### src/sv/mcd_pkg.sv
package mcd_pkg;

  // longest code in the symbol table
  localparam int CODE_MAX_LEN = 6;
  localparam int CODE_LEN_W   = 3;

  localparam logic [7:0] CHAR_DOT     = 8'h2E;
  localparam logic [7:0] CHAR_DASH    = 8'h2D;
  localparam logic [7:0] CHAR_SPACE   = 8'h20;
  localparam logic [7:0] CHAR_NEWLINE = 8'h0A;
  localparam logic [7:0] CHAR_UNKNOWN = 8'h40;

  // one finished code word, handed from front to back
  typedef struct packed {
    logic                  gap;       // space with nothing pending
    logic                  line_end;
    logic                  bad;       // empty, too long or stray character seen
    logic [CODE_LEN_W-1:0] len;
    logic [CODE_MAX_LEN-1:0] bits;    // dash is 1, first mark in highest used bit
  } mcd_cmd_t;

  typedef struct packed {
    logic [7:0] symbol;
    logic       line_end;
  } mcd_result_t;

  function automatic logic [7:0] mcd_lookup(input logic [CODE_LEN_W-1:0] len,
                                            input logic [CODE_MAX_LEN-1:0] bits);
    logic [7:0] sym;
    sym = CHAR_UNKNOWN;
    case ({len, bits})
      {3'd2, 6'b000001}: sym = "A";
      {3'd4, 6'b001000}: sym = "B";
      {3'd4, 6'b001010}: sym = "C";
      {3'd3, 6'b000100}: sym = "D";
      {3'd1, 6'b000000}: sym = "E";
      {3'd4, 6'b000010}: sym = "F";
      {3'd3, 6'b000110}: sym = "G";
      {3'd4, 6'b000000}: sym = "H";
      {3'd2, 6'b000000}: sym = "I";
      {3'd4, 6'b000111}: sym = "J";
      {3'd3, 6'b000101}: sym = "K";
      {3'd4, 6'b000100}: sym = "L";
      {3'd2, 6'b000011}: sym = "M";
      {3'd2, 6'b000010}: sym = "N";
      {3'd3, 6'b000111}: sym = "O";
      {3'd4, 6'b000110}: sym = "P";
      {3'd4, 6'b001101}: sym = "Q";
      {3'd3, 6'b000010}: sym = "R";
      {3'd3, 6'b000000}: sym = "S";
      {3'd1, 6'b000001}: sym = "T";
      {3'd3, 6'b000001}: sym = "U";
      {3'd4, 6'b000001}: sym = "V";
      {3'd3, 6'b000011}: sym = "W";
      {3'd4, 6'b001001}: sym = "X";
      {3'd4, 6'b001011}: sym = "Y";
      {3'd4, 6'b001100}: sym = "Z";
      {3'd5, 6'b011111}: sym = "0";
      {3'd5, 6'b001111}: sym = "1";
      {3'd5, 6'b000111}: sym = "2";
      {3'd5, 6'b000011}: sym = "3";
      {3'd5, 6'b000001}: sym = "4";
      {3'd5, 6'b000000}: sym = "5";
      {3'd5, 6'b010000}: sym = "6";
      {3'd5, 6'b011000}: sym = "7";
      {3'd5, 6'b011100}: sym = "8";
      {3'd5, 6'b011110}: sym = "9";
      {3'd6, 6'b010101}: sym = ".";
      {3'd6, 6'b110011}: sym = ",";
      {3'd6, 6'b001100}: sym = "?";
      {3'd6, 6'b011110}: sym = 8'h27;
      {3'd6, 6'b101011}: sym = "!";
      {3'd5, 6'b010010}: sym = "/";
      {3'd5, 6'b010110}: sym = "(";
      {3'd6, 6'b101101}: sym = ")";
      {3'd5, 6'b001000}: sym = "&";
      {3'd6, 6'b111000}: sym = ":";
      {3'd6, 6'b101010}: sym = ";";
      {3'd5, 6'b010001}: sym = "=";
      {3'd5, 6'b001010}: sym = "+";
      {3'd6, 6'b100001}: sym = "-";
      {3'd6, 6'b001101}: sym = "_";
      {3'd6, 6'b010010}: sym = 8'h22;
      {3'd6, 6'b011010}: sym = "@";
      default:           sym = CHAR_UNKNOWN;
    endcase
    return sym;
  endfunction

endpackage

### src/sv/mcd_fifo.sv
module mcd_fifo #(
  parameter int WIDTH = 8,
  parameter int DEPTH = 2
) (
  input  logic             clk,
  input  logic             rst_n,
  input  logic             push,
  input  logic [WIDTH-1:0] wdata,
  output logic             full,
  input  logic             pop,
  output logic [WIDTH-1:0] rdata,
  output logic             empty
);

  localparam int AW = (DEPTH > 1) ? $clog2(DEPTH) : 1;
  localparam int CW = $clog2(DEPTH + 1);

  logic [WIDTH-1:0] mem [DEPTH];
  logic [AW-1:0]    wr_ptr_r, wr_ptr_nxt;
  logic [AW-1:0]    rd_ptr_r, rd_ptr_nxt;
  logic [CW-1:0]    count_r, count_nxt;
  logic             do_push, do_pop;

  assign full    = (count_r == CW'(DEPTH));
  assign empty   = (count_r == '0);
  assign do_push = push & ~full;
  assign do_pop  = pop & ~empty;
  assign rdata   = mem[rd_ptr_r];

  always_comb begin
    wr_ptr_nxt = wr_ptr_r;
    rd_ptr_nxt = rd_ptr_r;
    count_nxt  = count_r;
    if (do_push) begin
      wr_ptr_nxt = (wr_ptr_r == AW'(DEPTH - 1)) ? '0 : wr_ptr_r + AW'(1);
    end
    if (do_pop) begin
      rd_ptr_nxt = (rd_ptr_r == AW'(DEPTH - 1)) ? '0 : rd_ptr_r + AW'(1);
    end
    if (do_push && !do_pop) begin
      count_nxt = count_r + CW'(1);
    end else if (do_pop && !do_push) begin
      count_nxt = count_r - CW'(1);
    end
  end

  always_ff @(posedge clk) begin
    if (!rst_n) begin
      wr_ptr_r <= '0;
      rd_ptr_r <= '0;
      count_r  <= '0;
    end else begin
      wr_ptr_r <= wr_ptr_nxt;
      rd_ptr_r <= rd_ptr_nxt;
      count_r  <= count_nxt;
    end
  end

  always_ff @(posedge clk) begin
    if (do_push) begin
      mem[wr_ptr_r] <= wdata;
    end
  end

endmodule

### src/sv/mcd_front.sv
module mcd_front import mcd_pkg::*; #(
  parameter int MAX_MARKS = 7
) (
  input  logic       clk,
  input  logic       rst_n,
  input  logic       push,
  input  logic [7:0] char_in,
  output logic       full,
  output logic       cmd_push,
  output mcd_cmd_t   cmd,
  input  logic       cmd_full
);

  localparam int CW = $clog2(MAX_MARKS + 1);

  logic [MAX_MARKS-1:0] pattern_r, pattern_nxt;
  logic [CW-1:0]        count_r, count_nxt;
  logic                 invalid_r, invalid_nxt;
  logic                 accept, is_mark, is_term, is_space;

  assign full     = cmd_full;
  assign accept   = push & ~cmd_full;
  assign is_mark  = (char_in == CHAR_DOT) || (char_in == CHAR_DASH);
  assign is_space = (char_in == CHAR_SPACE);
  assign is_term  = is_space || (char_in == CHAR_NEWLINE);
  assign cmd_push = accept & is_term;

  always_comb begin
    cmd.gap      = is_space && (count_r == '0) && !invalid_r;
    cmd.line_end = !is_space;
    // codes longer than the table's longest can never match
    cmd.bad      = invalid_r || (count_r == '0) || (count_r > CW'(CODE_MAX_LEN));
    cmd.len      = count_r[CODE_LEN_W-1:0];
    cmd.bits     = pattern_r[CODE_MAX_LEN-1:0];
  end

  always_comb begin
    pattern_nxt = pattern_r;
    count_nxt   = count_r;
    invalid_nxt = invalid_r;
    if (accept) begin
      if (is_mark) begin
        if (count_r < CW'(MAX_MARKS)) begin
          pattern_nxt = {pattern_r[MAX_MARKS-2:0], char_in == CHAR_DASH};
          count_nxt   = count_r + CW'(1);
        end else begin
          invalid_nxt = 1'b1;
        end
      end else if (is_term) begin
        pattern_nxt = '0;
        count_nxt   = '0;
        invalid_nxt = 1'b0;
      end else begin
        invalid_nxt = 1'b1;
      end
    end
  end

  always_ff @(posedge clk) begin
    if (!rst_n) begin
      pattern_r <= '0;
      count_r   <= '0;
      invalid_r <= 1'b0;
    end else begin
      pattern_r <= pattern_nxt;
      count_r   <= count_nxt;
      invalid_r <= invalid_nxt;
    end
  end

endmodule

### src/sv/mcd_back.sv
module mcd_back import mcd_pkg::*; #(
  parameter int OUT_DEPTH = 2
) (
  input  logic       clk,
  input  logic       rst_n,
  input  mcd_cmd_t   cmd,
  input  logic       cmd_empty,
  output logic       cmd_pop,
  output logic       empty,
  input  logic       pop,
  output logic [7:0] symbol_out,
  output logic       line_end
);

  mcd_result_t res, res_q;
  logic        res_full;

  assign cmd_pop = ~cmd_empty & ~res_full;

  always_comb begin
    res.line_end = cmd.line_end;
    if (cmd.gap) begin
      res.symbol = CHAR_SPACE;
    end else if (cmd.bad) begin
      res.symbol = CHAR_UNKNOWN;
    end else begin
      res.symbol = mcd_lookup(cmd.len, cmd.bits);
    end
  end

  mcd_fifo #(
    .WIDTH ($bits(mcd_result_t)),
    .DEPTH (OUT_DEPTH)
  ) u_res_q (
    .clk   (clk),
    .rst_n (rst_n),
    .push  (cmd_pop),
    .wdata (res),
    .full  (res_full),
    .pop   (pop),
    .rdata (res_q),
    .empty (empty)
  );

  assign symbol_out = res_q.symbol;
  assign line_end   = res_q.line_end;

endmodule

### src/sv/morse_code_decoder_top.sv
// morse code decoder: text characters in, decoded ascii symbols out
//
// input side is a queue: drive in_char_in and push; a transfer happens on a
// clock edge with push high and full low. '.' and '-' build the code word,
// space or newline ends it, any other character poisons the code ('@').
// result side is a queue: out_symbol_out / out_line_end are valid while
// empty is low; a transfer happens on an edge with pop high and empty low.
// marks and stray characters give no result; each space or newline gives one.
//
// the command queue registers a code word when its terminating character
// is taken; the back stage then looks it up and writes the result into
// the result queue, whose head drives the out ports.
// throughput: one character per cycle while full is low, set by the
// combinational front classifier and table match in the back stage.
//
// stall: a held-off pop fills the result queue, then the command queue,
// and full rises; up to CMD_DEPTH + OUT_DEPTH results wait inside.
// reset (rst_n low, synchronous) drops any pending code and empties both
// queues; the first transfer can be taken as soon as rst_n is high again.
module morse_code_decoder_top import mcd_pkg::*; #(
  parameter int MAX_MARKS = 7,
  parameter int CMD_DEPTH = 2,
  parameter int OUT_DEPTH = 2
) (
  input  logic       clk,
  input  logic       rst_n,
  input  logic       push,
  input  logic [7:0] in_char_in,
  output logic       full,
  output logic       empty,
  input  logic       pop,
  output logic [7:0] out_symbol_out,
  output logic       out_line_end
);

  mcd_cmd_t cmd_in, cmd_out;
  logic     cmd_push, cmd_full, cmd_pop, cmd_empty;

  mcd_front #(
    .MAX_MARKS (MAX_MARKS)
  ) u_front (
    .clk      (clk),
    .rst_n    (rst_n),
    .push     (push),
    .char_in  (in_char_in),
    .full     (full),
    .cmd_push (cmd_push),
    .cmd      (cmd_in),
    .cmd_full (cmd_full)
  );

  mcd_fifo #(
    .WIDTH ($bits(mcd_cmd_t)),
    .DEPTH (CMD_DEPTH)
  ) u_cmd_q (
    .clk   (clk),
    .rst_n (rst_n),
    .push  (cmd_push),
    .wdata (cmd_in),
    .full  (cmd_full),
    .pop   (cmd_pop),
    .rdata (cmd_out),
    .empty (cmd_empty)
  );

  mcd_back #(
    .OUT_DEPTH (OUT_DEPTH)
  ) u_back (
    .clk        (clk),
    .rst_n      (rst_n),
    .cmd        (cmd_out),
    .cmd_empty  (cmd_empty),
    .cmd_pop    (cmd_pop),
    .empty      (empty),
    .pop        (pop),
    .symbol_out (out_symbol_out),
    .line_end   (out_line_end)
  );

endmodule
### config.mk
export PLATFORM = sky130hd
export DESIGN_NAME = morse_code_decoder_top
export DESIGN_NICKNAME = d
export VERILOG_FILES = /design/src/sv/mcd_pkg.sv /design/src/sv/mcd_fifo.sv /design/src/sv/mcd_front.sv /design/src/sv/mcd_back.sv /design/src/sv/morse_code_decoder_top.sv
export SDC_FILE = /design/constraint.sdc
export NUM_CORES = 1
export LEC_CHECK = 0
export BUFFER_PORTS_ARGS = -buffer_cell sky130_fd_sc_hd__buf_2
export CORE_ASPECT_RATIO = 1.75
export CORE_MARGIN = 2
export CORE_UTILIZATION = 60
export DETAILED_ROUTE_END_ITERATION = 8
export PLACE_DENSITY = 0.81
export SKIP_CTS_REPAIR_TIMING = 1
export SLEW_MARGIN = 25
export SYNTH_ARGS = -nofsm -noshare
export SYNTH_HDL_FRONTEND = slang
export SYNTH_SLANG_ARGS = --single-unit
### constraint.sdc
create_clock -name clk -period 3.05 [get_ports clk]
set_clock_uncertainty 0.15 [all_clocks]
set_input_delay 0.61 -clock clk [delete_from_list [all_inputs] [get_ports clk]]
set_output_delay 0.61 -clock clk [all_outputs]
set_load 0.005 [all_outputs]
==> flow_metrics.tcl, run 1 <==
set metrics [dict create \
    io_buffers 21 \
    final.period_utilization_pct 90.2 \
    finalSetupTns_ns 0 \
    pin_count 23 \
    powerDensity_mw_per_mm2 631 \
    rsz0062_at_grt "false" \
    remaining_drc_errors 0 \
    tightest_slew_ns 0.771 \
    grt_max_degree 66 \
    clk_path_buf_depth 2 \
    grt_pass1_wl_mm 14.5 \
    synth.distinct_cells 67 \
    fmax_ghz 0.363 \
    vias 3053 \
    synth_nets 369 \
    avgSynthCellArea_um2 10.3 \
    drv_slew 0 \
    die_y_um 107 \
    cts_htree_levels 3 \
    first_global_vias 2914 \
    critPathArrivalTime_ns 2.68 \
    final_nets 393 \
    reg2reg_depth 7 \
    grt_use_total_pct 29.0 \
    vdd_drop_max_v 0.000671 \
    synth_warnings 0 \
    path_class "register to register" \
    routedWlPerCell_um 20.3 \
    cp.required_ns 2.98 \
    ant_nets 0 \
    synth.yosys.seq_area_share_pct 44.1 \
    fp.dieW_um 62.8 \
    routed_wl_mm 9.32 \
    ys_ff_latch 60 \
    finalHoldViolations 0 \
    antenna_found_initial 0 \
    path_buf_inv 1 \
    firstDrtPassIters 6 \
    synth_edf_count 40 \
    drive_gt1_share_pct 18.1 \
    layout_commonest_cell "edfxtp_1" \
    gr-total-overflow 0 \
    cp-start-kind "register" \
    clk_pin_slew_worst_paths_ns 0.06 \
    cp_top_family "compound AO/OA/AOI/OAI gates" \
    viasPerCell 6.65 \
    num_rows 37 \
    path_cells "buf_12 -> or3b_1 -> a222oi_1 -> o2bb2ai_1 -> nor3_1 -> a41oi_1 -> o32ai_1" \
    syn_inst 352 \
    drtIter0Drc 330 \
    crit_cells 7 \
    core_mm2 0.00588 \
    end_kind "register" \
    numCtsBuffers 9 \
    hold_path_class "register to register" \
    synth_area_mm2 0.00363 \
    status "finished clean" \
    synthArstFlopShare_pct 0 \
    final_cell_mix "40 x edfxtp_1, 24 x nand2_1, 21 x buf_2" \
    fin_util_pct 69.0 \
    cp_slowest_stage_delay_ns 0.53 \
    drv_cap 0 \
    clkSinkCount 60 \
    tritoncts "yes" \
    power_mw 2.56 \
    design.die.area_mm2 0.00672 \
    synthFlopType "edfxtp_1" \
    n_antenna_cell 0 \
    clk_latency_ns 0.34 \
    cp_slowest_cell "a222oi_1" \
    whs_path_depth 0 \
    relSlewSlack_pct 48.4 \
    dp_hpwl_mm 6.85 \
    p_leak_nw 1.51 \
    cts_root_buffer "clkbuf_8" \
    initial_core_util_pct 61.8 \
    post-route-min-period_ns 2.75 \
    area_growth_syn_to_layout_pct 11.6 \
    setup_viol 0 \
    worstPathMaxFanout 65 \
    place.gp.congestion 1.07 \
]
## sequential cells by signal (all words and copies together), names as in the netlist, named ones only
signal	count
u_cmd_q.wr_ptr_r	1
u_front.count_r	3
u_front.invalid_r	1
u_back.u_res_q.count_r	2
u_front.pattern_r	6
u_cmd_q.count_r	2
u_back.u_res_q.mem	16
u_back.u_res_q.wr_ptr_r	1
u_cmd_q.mem	24
u_back.u_res_q.rd_ptr_r	1
u_cmd_q.rd_ptr_r	1
## worst reg2reg max path, cell delays in order, from the launching register on
cell and delay (ns):
dfxtp_1 0.36, buf_12 0.24, or3b_1 0.48, a222oi_1 0.53
o2bb2ai_1 0.22, nor3_1 0.12, a41oi_1 0.25, o32ai_1 0.13
## where the power goes
part / internal [mW] / leakage [nW] / total, mW / switching [mW]
clock: 0.474 / 0.114 / 0.768 / 0.294
combinational: 0.331 / 0.841 / 0.747 / 0.416
sequential: 0.984 / 0.555 / 1.04 / 0.0580
total: 1.79 / 1.51 / 2.56 / 0.769
## path summary, 6_finish.rpt
| check | start | slack [ns] | end |
|---|---|---|---|
| max | register | 0.30 | u_back.u_res_q.mem[0][7] |
| min | u_front.pattern_r[5] | 0.31 | u_cmd_q.mem[1][5] |
| max reg2reg | register | 0.30 | u_back.u_res_q.mem[0][7] |
| min reg2reg | u_front.pattern_r[5] | 0.31 | u_cmd_q.mem[1][5] |
## logic make-up after synthesis
kind of cell	synth area share [%]
AO/OA/AOI/OAI	17.8
XOR/XNOR	2.65
adder cells (fa/ha/maj)	1.72
buffers and inverters	3.96
flip-flops	44.1
multiplexers	5.54
other	0.103
AND/OR/NAND/NOR	24.1
## layout make-up
cell class / count / area (µm²)
Timing Repair Buffer: 33 / 208
Sequential cell: 60 / 1600
Fill cell: 461 / 1830
Tap cell: 78 / 97.6
Multi-Input combinational cell: 262 / 1890
Clock inverter: 3 / 40.0
Clock buffer: 13 / 181
Inverter: 10 / 37.5
## per-stage QoR
stage	setup slack, ns	area, µm²	cells	hold slack (ns)
2_1_floorplan	0.440	3630	352	0.275
3_3_place_gp	0.336	3830	443	0.287
3_5_place_dp	0.325	3830	443	0.299
4_1_cts	0.318	4050	459	0.313
5_1_grt	0.179	4050	459	0.331
6_report	0.298	4050	459	0.305
## cells in the mapped netlist, types with 6 or more instances
cell | n | area share, %
a31oi_1 | 6 | 1.0
nor2_1 | 18 | 1.9
o21ai_0 | 8 | 1.1
dfxtp_1 | 20 | 11
and2_1 | 9 | 1.5
nor3b_1 | 12 | 2.5
nand3_1 | 7 | 0.96
a41oi_1 | 6 | 1.4
nor3_1 | 10 | 1.4
inv_1 | 10 | 1.0
and3b_1 | 6 | 1.4
buf_2 | 7 | 0.96
nand2_1 | 24 | 2.5
edfxtp_1 | 40 | 33
nand3b_1 | 7 | 1.4
mux2_2 | 9 | 2.8
or3b_1 | 6 | 1.4
xnor2_1 | 6 | 1.4
a21oi_1 | 10 | 1.4
o22ai_1 | 11 | 1.9
clkbuf_1 | 9 | 0.93
mux2i_1 | 10 | 2.8
## routing by layer
| layer | global-route usage, % | vias up | wire length, µm |
|---|---|---|---|
| li1 | - | 1418 | - |
| met2 | 53.6 | 132 | 5060 |
| met4 | 17.8 | 0 | 520 |
| met1 | 29.5 | 1454 | 3300 |
| met3 | 5.88 | 49 | 430 |
| met5 | 0 | - | 0 |
No activity file was read; power rests on OpenSTA's default activity.
==> run 2, diff against run 1 <==
SETUP_SLACK_MARGIN = 0.3   (was default)
==> flow_metrics.tcl, run 2 (synthesis gave the netlist of run 1 again) <==
set metrics [dict create \
    dp_hpwl_mm 6.85 \
    rsz0062_at_grt "false" \
    viasPerCell 6.74 \
    final.period_utilization_pct 88.1 \
    clk_path_buf_depth 2 \
    place_area_mm2 0.00383 \
    multi_input_area_mm2 0.00192 \
    initial_core_util_pct 61.8 \
    finalSetupTns_ns 0 \
    core_mm2 0.00588 \
    numCtsBuffers 9 \
    p_leak_nw 1.54 \
    relSlewSlack_pct 48.2 \
    tightest_slew_ns 0.775 \
    drv_cap 0 \
    grt_use_total_pct 29.0 \
    clkSinkCount 60 \
    fmax_ghz 0.372 \
    die_y_um 107 \
    fin_util_pct 70.1 \
    grt_max_degree 66 \
    area_growth_syn_to_layout_pct 13.5 \
    register_area_mm2 0.00160 \
    cts_root_buffer "clkbuf_8" \
    finalHoldViolations 0 \
    vdd_drop_max_v 0.000674 \
    tritoncts "yes" \
    num_rows 37 \
    nFillCells 450 \
    gr-total-overflow 0 \
    worstPathMaxFanout 33 \
    first_global_vias 2914 \
    final_area_mm2 0.00412 \
    clk_pin_slew_worst_paths_ns 0.06 \
    final_cell_mix "40 x edfxtp_1, 24 x nand2_1, 21 x buf_2" \
    pin_count 23 \
    cp.required_ns 2.95 \
    path_class "register to register" \
    antenna_found_initial 0 \
    hp-start "u_front.pattern_r[5]" \
    powerDensity_mw_per_mm2 630 \
    routedWlPerCell_um 20.7 \
    routed_wl_mm 9.56 \
    place.gp.congestion 1.07 \
    largest_register "u_cmd_q.mem" \
    largest_reg_flops 24 \
    firstDrtPassIters 5 \
    status "finished clean" \
    drive_gt1_share_pct 20.6 \
    largestRegisters "u_cmd_q.mem x24, u_back.u_res_q.mem x16, u_front.pattern_r x6" \
    vias 3113 \
    critPathArrivalTime_ns 2.58 \
    fp.dieW_um 62.8 \
    drtIter0Drc 341 \
    cp-start-kind "register" \
    end_kind "register" \
    n_antenna_cell 0 \
    hold_path_class "register to register" \
    layout_commonest_cell "edfxtp_1" \
    final_nets 396 \
    power_mw 2.60 \
    remaining_drc_errors 0 \
    post-route-min-period_ns 2.69 \
    grt_pass1_wl_mm 14.5 \
    cts_htree_levels 3 \
    ant_nets 0 \
    io_buffers 21 \
    design.die.area_mm2 0.00672 \
    drv_slew 0 \
    clk_latency_ns 0.35 \
    setup_viol 0 \
]
run 2: changes by cell type in the layout (fill, tap and decap cells not counted), sizes merged:
cell,change
clkbuf,+1
buf,+2
run 2: where the power goes:
part	total, mW	leakage (nW)	switching (mW)	internal (mW)
Clock	0.769	0.114	0.295	0.474
Sequential	1.05	0.556	0.0630	0.985
Combinational	0.780	0.866	0.428	0.352
run 2: worst paths after layout:
check        cells after the start  slack [ns]                        to
max                              7        0.36  u_back.u_res_q.mem[1][1]
min                              0        0.31         u_cmd_q.mem[1][5]
max reg2reg                      7        0.36  u_back.u_res_q.mem[1][1]
min reg2reg                      0        0.31         u_cmd_q.mem[1][5]
run 2: area by class of cell:
class,count,share of cell area (%)
Clock buffer,13,4.40
Clock inverter,3,0.971
Inverter,10,0.910
Tap cell,78,2.37
Sequential cell,60,38.9
Timing Repair Buffer,36,6.01
Multi-Input combinational cell,262,46.5
run 2: worst max-delay path: stages (launching register included):
cell	delay, ns
dfxtp_2	0.36
buf_12	0.16
nor3b_1	0.15
or2_2	0.40
nand2_1	0.19
o221a_2	0.28
nor4bb_1	0.44
a41oi_1	0.25
run 2: per-layer routing:
layer | up-vias | share of wire (%) | track usage [%]
met2 | 157 | 54 | 53.6
met1 | 1482 | 35 | 29.5
met4 | 0 | 5.6 | 17.8
met5 | - | 0 | 0
met3 | 52 | 5.5 | 5.88
li1 | 1422 | - | -
run 2: per-stage QoR:
stage	instances	setup WS, ns	hold WS (ns)
after global routing	462	0.318	0.331
after detailed placement	443	0.325	0.299
after global placement	443	0.336	0.287
after CTS	459	0.318	0.313
after floorplan	352	0.440	0.275
final	462	0.364	0.308
